## config.mk

```make
export PLATFORM = sky130hd
export DESIGN_NAME = psd_sqrt
export DESIGN_NICKNAME = d
export VERILOG_FILES = /design/src/rtl/core/psd_pkg.sv /design/src/rtl/core/psd_sqrt.sv
export SDC_FILE = /design/constraint.sdc
export NUM_CORES = 2
export LEC_CHECK = 0
export BUFFER_PORTS_ARGS = -buffer_cell sky130_fd_sc_hd__buf_2
export CORE_AREA = 2 2 513 260
export CTS_CLUSTER_DIAMETER = 30
export DETAILED_ROUTE_END_ITERATION = 7
export DIE_AREA = 0 0 515 262
export GPL_TIMING_DRIVEN = 1
export PLACE_DENSITY = 0.73
export SETUP_SLACK_MARGIN = 0.3
export SLEW_MARGIN = 20
export SYNTH_ARGS = -nofsm -noshare
export SYNTH_HDL_FRONTEND = slang
export SYNTH_SLANG_ARGS = --single-unit
```

## constraint.sdc

```tcl
create_clock -name clk -period 4.8 [get_ports clk]
set_input_delay 0.24 -clock clk [delete_from_list [all_inputs] [get_ports clk]]
set_output_delay 0.24 -clock clk [all_outputs]
set_load 0.05 [all_outputs]
```

## src/rtl/core/psd_pkg.sv

```systemverilog
// Shared types and constants for the point-to-segment distance pipeline.
package psd_pkg;

    localparam int DIST_WIDTH = 25;

    typedef enum logic [1:0] {
        CLS_START,
        CLS_END,
        CLS_MID
    } cls_t;

endpackage

```

## src/rtl/core/psd_sqrt.sv

```systemverilog
// Integer square root, one root bit per stage, with output saturation register.
module psd_sqrt #(
    parameter int Q = 50
) (
    input  logic                              clk,
    input  logic                              rst_n,
    input  logic                              en,
    input  logic                              in_valid,
    input  logic [Q-1:0]                      in_n,
    output logic                              out_valid,
    output logic [psd_pkg::DIST_WIDTH-1:0]    distance
);

    localparam int R  = Q / 2;
    localparam int DW = psd_pkg::DIST_WIDTH;
    localparam int RW = (R > DW) ? R : DW;

    logic [Q-1:0]  x_w    [0:R];
    logic [R-1:0]  root_w [0:R];
    logic          vld_w  [0:R];
    logic [RW-1:0] root_ext;
    logic          sat;
    logic [DW-1:0] dist_reg;
    logic          dvld_reg;

    assign x_w[0]    = in_n;
    assign root_w[0] = '0;
    assign vld_w[0]  = in_valid;

    for (genvar i = 0; i < R; i++)
    begin : g_stage
        localparam int B = R - 1 - i;
        logic [Q:0]   t;
        logic [Q:0]   diff;
        logic         ge;
        logic [Q-1:0] x_reg;
        logic [R-1:0] root_reg;
        logic         vld_reg;

        assign t    = ((Q+1)'(root_w[i]) << (B + 1)) | ((Q+1)'(1) << (2 * B));
        assign diff = {1'b0, x_w[i]} - t;
        assign ge   = {1'b0, x_w[i]} >= t;

        always_ff @(posedge clk or negedge rst_n)
        begin
            if (!rst_n)
            begin
                vld_reg <= 1'b0;
            end
            else if (en)
            begin
                vld_reg <= vld_w[i];
            end
        end

        always_ff @(posedge clk)
        begin
            if (en)
            begin
                x_reg    <= ge ? diff[Q-1:0] : x_w[i];
                root_reg <= ge ? (root_w[i] | (R'(1) << B)) : root_w[i];
            end
        end

        assign x_w[i+1]    = x_reg;
        assign root_w[i+1] = root_reg;
        assign vld_w[i+1]  = vld_reg;
    end

    assign root_ext = RW'(root_w[R]);
    assign sat      = root_ext > RW'({DW{1'b1}});

    always_ff @(posedge clk or negedge rst_n)
    begin
        if (!rst_n)
        begin
            dvld_reg <= 1'b0;
        end
        else if (en)
        begin
            dvld_reg <= vld_w[R];
        end
    end

    always_ff @(posedge clk)
    begin
        if (en)
        begin
            dist_reg <= sat ? {DW{1'b1}} : root_ext[DW-1:0];
        end
    end

    assign out_valid = dvld_reg;
    assign distance  = dist_reg;

endmodule

```

Word level (Yosys, flattened, before mapping):

Cells that the tools add are included.

* register bits after elaboration: 1876
* input port bits: 54
* output and inout bits: 26
* word-level logic and storage cells: 175

* add/subtract/negate cells: 24
* $lt $le $gt $ge: 26
* multiplexer cells: 25

Operators by type and width (count)
* $mux 50: 24
* $ge 50x26->1: 1
* $ge 50x27->1: 1
* $ge 50x28->1: 1
* $ge 50x29->1: 1
* $ge 50x30->1: 1
* $ge 50x31->1: 1
* $ge 50x32->1: 1
* $ge 50x33->1: 1
* $ge 50x34->1: 1
* $ge 50x35->1: 1
* $ge 50x36->1: 1
* $ge 50x37->1: 1
* $ge 50x38->1: 1
* $ge 50x39->1: 1
* $ge 50x40->1: 1
* $ge 50x41->1: 1
* $ge 50x42->1: 1
* $ge 50x43->1: 1
* $ge 50x44->1: 1
* $ge 50x45->1: 1
* $ge 50x46->1: 1
* $ge 50x47->1: 1
* $ge 50x48->1: 1
* other kinds (28): 28

Logic depth before layout (Yosys ltp):

* depth in word-level cells: 2
* depth in mapped cells: 15
* depth with buffers taken out: 12

Worst setup path before layout:

OpenSTA, ideal clock, no wires.

* kind: reg-to-reg
* start point: register g_stage[15].x_reg[38]
* end point: register g_stage[16].x_reg[41], data pin
* arrival: 3.212 ns
* required time: 4.534 ns
* setup slack: 1.322 ns
* stages on the path, launching flop included: 11
* clock period less this slack: 3.478 ns
* cells stage by stage: edfxtp_1 > or3_4 > or4_4 > or4_4 > or4_1 > or3_4 > a211oi_4 > or4_1 > buf_4 > nor3_1 > xor2_1

* cells in the longest elaborated chain, start to end: 2
* elaborated cells on any way between the ends: 3

RTL lines
* from (decl): RTL line psd_sqrt.sv:36 `logic [Q-1:0] x_reg;`
* from (signal assigned): RTL line psd_sqrt.sv:60 `x_reg <= ge ? diff[Q-1:0] : x_w[i];`
* $sub 50x34->50 / $ge 50x34->1 (equally long branches): RTL line psd_sqrt.sv:41, psd_sqrt.sv:42
* $mux 50 (*): RTL line psd_sqrt.sv:60
* to (signal assigned): RTL line psd_sqrt.sv:60
* to (decl): RTL line psd_sqrt.sv:36

Every way passes the cells marked *; elsewhere a longest branch is shown, timed or not.
A chain may end at the register's enable or synchronous reset.

Worst setup path in the final report:

* start point: register g_stage[22].x_reg[5]
* end point: register g_stage[23].x_reg[38], data pin

* cells in the longest elaborated chain, start to end: 2
* elaborated cells on any way between the ends: 3

RTL lines (RTL line)
* from (decl): psd_sqrt.sv:36
* from (signal assigned): psd_sqrt.sv:60
* $sub 50x27->50 / $ge 50x27->1 (equally long branches): psd_sqrt.sv:41, psd_sqrt.sv:42
* $mux 50 (*): psd_sqrt.sv:60
* to (signal assigned): psd_sqrt.sv:60
* to (decl): psd_sqrt.sv:36

Marks and branches as above.

==> metrics.yaml <==
job:
  cap_violations: 0
drt:
  drtAntennaViolNets: 0
  top_layer: "met5"
  wl_met1_um: 93100
  wl_met3_um: 38400
  dr.pass1.iters: 6
  met2WireLength_um: 60700
  routed_wl_um: 195000
  post_drt_wl_per_cell_um: 24.6
  drc: 0
  drt_iter0_drc: 7353
  vias: 49000
  vias_per_cell: 6.19
synthesis:
  synth-edff-count: 1550
  netlist_instances: 5710
  synthFlopType: "edfxtp_1"
  synth_nets: 6110
  synthTopCellsByArea: "edfxtp_1, ha_1, xnor2_1"
  synth_area_leader_cell: "edfxtp_1"
  synth.top_cell.area_share_pct: 63.0
  synth_area_per_cell_um2: 12.9
  synth_cell_types: 87
  ys_warn_count: 0
  synthArstFlopShare_pct: 1.65
  synth_area_mm2: 0.0739
  synth_seq_cells: 1576
  synth_seq_area_share_pct: 63.8
placement:
  place_area_mm2: 0.0772
  hpwl_um: 142000
  gp_congestion: 0.976
  io_buffers: 79
die:
  die_w_um: 515
  row_count: 94
  io_pins: 80
  initial_core_util_pct: 56.6
  fp.dieH_um: 262
  core-area_mm2: 0.131
  dieArea_mm2: 0.135
timing:
  hold_viol_final: 0
  relSlewSlack_pct: 19.2
  layout_min_cycle_time_ns: 4.44
  totalNegativeSetupSlack_ns: 0
  drv_slew: 0
  worst_slew_pin_slew_ns: 1.20
  finalSetupViolCount: 0
  finalCritPeriodShare_pct: 92.5
  fmax_ghz: 0.225
  finalClockSkew_ns: 0.0327
  rsz0062_at_grt: "true"
grt:
  grt_max_degree: 167
  gr-usage-all-layers_pct: 28.7
  overflow: 0
  grt_pass1_vias: 45300
  antenna_found_initial: 11
  grt_pass1_wl_um: 287000
clock_network:
  cts_tree: "yes"
  cts.clk_slew.worst_paths_ns: 0.07
  htreeDepth: 4
  insertion_delay_ns: 0.81
  clk_path_buf_depth: 3
  cts.sinks: 1576
  cts_inserted_buffers: 180
  cts-root-buf: "clkbuf_16"
setup_path:
  path_class: "flip-flop to flip-flop"
  crit_path_start_kind: "flip-flop"
  crit_fanout: 5
  cp-end-kind: "flip-flop"
  required_ns: 5.34
  r2r_setup_slack_ns: 0.36
  critical_path_arrival_ns: 4.98
finish:
  fillers: 9456
  drive_above_1_share_pct: 10.8
  mostFrequentLayoutCell: "edfxtp_1"
  layout_common_cells: "edfxtp_1, inv_1, nor2_1, ha_1, a21oi_1"
  area_growth_pct: 13.7
  largest_reg_flops: 1200
  finalInstanceArea_mm2: 0.0841
  fin_nets: 6417
power_and_ir_drop:
  worst_ir_drop_vdd_uv: 326
  p_total_mw: 41.0
  cellLeakagePower_nw: 31.9
  cellPowerDensity_mw_per_mm2: 488
outcome:
  status: "complete, no violations"
hold_path:
  min_path_type: "primary input to flip-flop"
==> Yosys cell counts (9+ instances only) <==
master and count:
o21bai_1 24, nand4_1 80, and2_1 26, clkbuf_1 107, edfxtp_1 1550, nor3_1 169, inv_1 431, o21ai_0 240
or3_1 65, nand2b_1 62, nor4_1 192, and3_1 26, ha_1 346, o22ai_1 9, a2111oi_0 14, nand2_1 324
a21o_1 117, nor2_1 363, a31o_2 9, o211ai_1 15, nor4b_1 22, xor2_1 256, a211oi_1 17, buf_1 10
a211o_1 12, a31oi_1 21, nand4b_1 15, a21oi_1 335, xnor2_1 258, nand3_1 74, o31ai_1 39, dfrtp_1 26
nand3b_1 15, or2_2 19, nor3b_1 13, mux2_2 91, and4_1 10, o21a_1 73, nor2b_1 50, or4_1 41
==> report_power, final <==
group	switching (mW)	leakage [nW]	internal (mW)
registers	1.40	15.2	17.4
logic	4.79	13.7	3.07
clock network	6.09	3.03	8.30
==> final timing paths <==
path                                          to                     start  depth (start not counted)
min reg2reg                         distance[18]  g_stage[24].root_reg[18]                          0
max reg2reg                g_stage[23].x_reg[38]      g_stage[22].x_reg[5]                         11
max                        g_stage[23].x_reg[38]      g_stage[22].x_reg[5]                         11
max in group asynchronous    g_stage[19].vld_reg                     rst_n                          4
min in group asynchronous    g_stage[23].vld_reg                     rst_n                          4
min                         g_stage[0].x_reg[33]                  in_n[33]                          2
==> through the flow <==
stage / instances / setup WS, ns / hold WS [ns] / util, %
after CTS: 7899 / 0.546 / 0.0818 / 64.3
after detailed placement: 7504 / 0.619 / 0.264 / 59.1
after global routing: 7914 / 0.245 / 0.120 / 64.4
after global placement: 7504 / 0.547 / 0.255 / 59.1
after floorplan: 5710 / 1.32 / -0.0556 / -
final: 7921 / 0.359 / 0.134 / 64.4
==> kinds of logic after synthesis <==
| kind of cell | count (synthesis) | synth area share (%) |
|---|---|---|
| DFF | 1576 | 63.8 |
| adders and majority gates | 346 | 5.86 |
| and+or+nand+nor | 1593 | 11.2 |
| xor gates and xnor gates | 514 | 6.09 |
| AOI/OAI and AO/OA | 1025 | 8.71 |
| muxes | 99 | 1.49 |
| buffers and inverters | 557 | 2.84 |
==> routing by layer <==
layer	up-vias	GRT usage (%)
met5	-	2.43
met4	8	5.33
met3	188	17.5
met2	2759	28.8
met1	24000	47.9
li1	22100	-
==> cell type report <==
class	instances	area, µm²	share of cell area (%)
Clock buffer	200	4680	5.57
Inverter	433	1630	1.94
Timing Repair inverter	1	7.51	0.00893
Multi-Input combinational cell	3577	24800	29.5
Timing Repair Buffer	248	2020	2.40
Clock inverter	139	1560	1.86
Tap cell	1728	2160	2.57
Sequential cell	1576	47200	56.1
Antenna cell	19	47.5	0.0565
==> worst max-delay path, stage by stage, from the launching register on <==
cell and delay (ns):
edfxtp_1 0.42, ha_1 0.51, o21a_1 0.20, o31a_1 0.24, o31ai_1 0.21, o21ai_0 0.99
a211oi_4 0.19, buf_4 0.22, nor4_1 0.47, nor2b_1 0.43, nand2_1 0.12, xnor2_1 0.16
==> what timing repair did <==
| action | CTS | global route |
|---|---|---|
| resized for setup | 0 | 4 |
| hold endpoints to repair | 96 | 0 |
| endpoints found under the setup margin | 0 | 10 |
| buffers inserted | 0 | 2 |
| hold buffers | 56 | 0 |
Note: power is estimated with default switching activity, not from simulation.
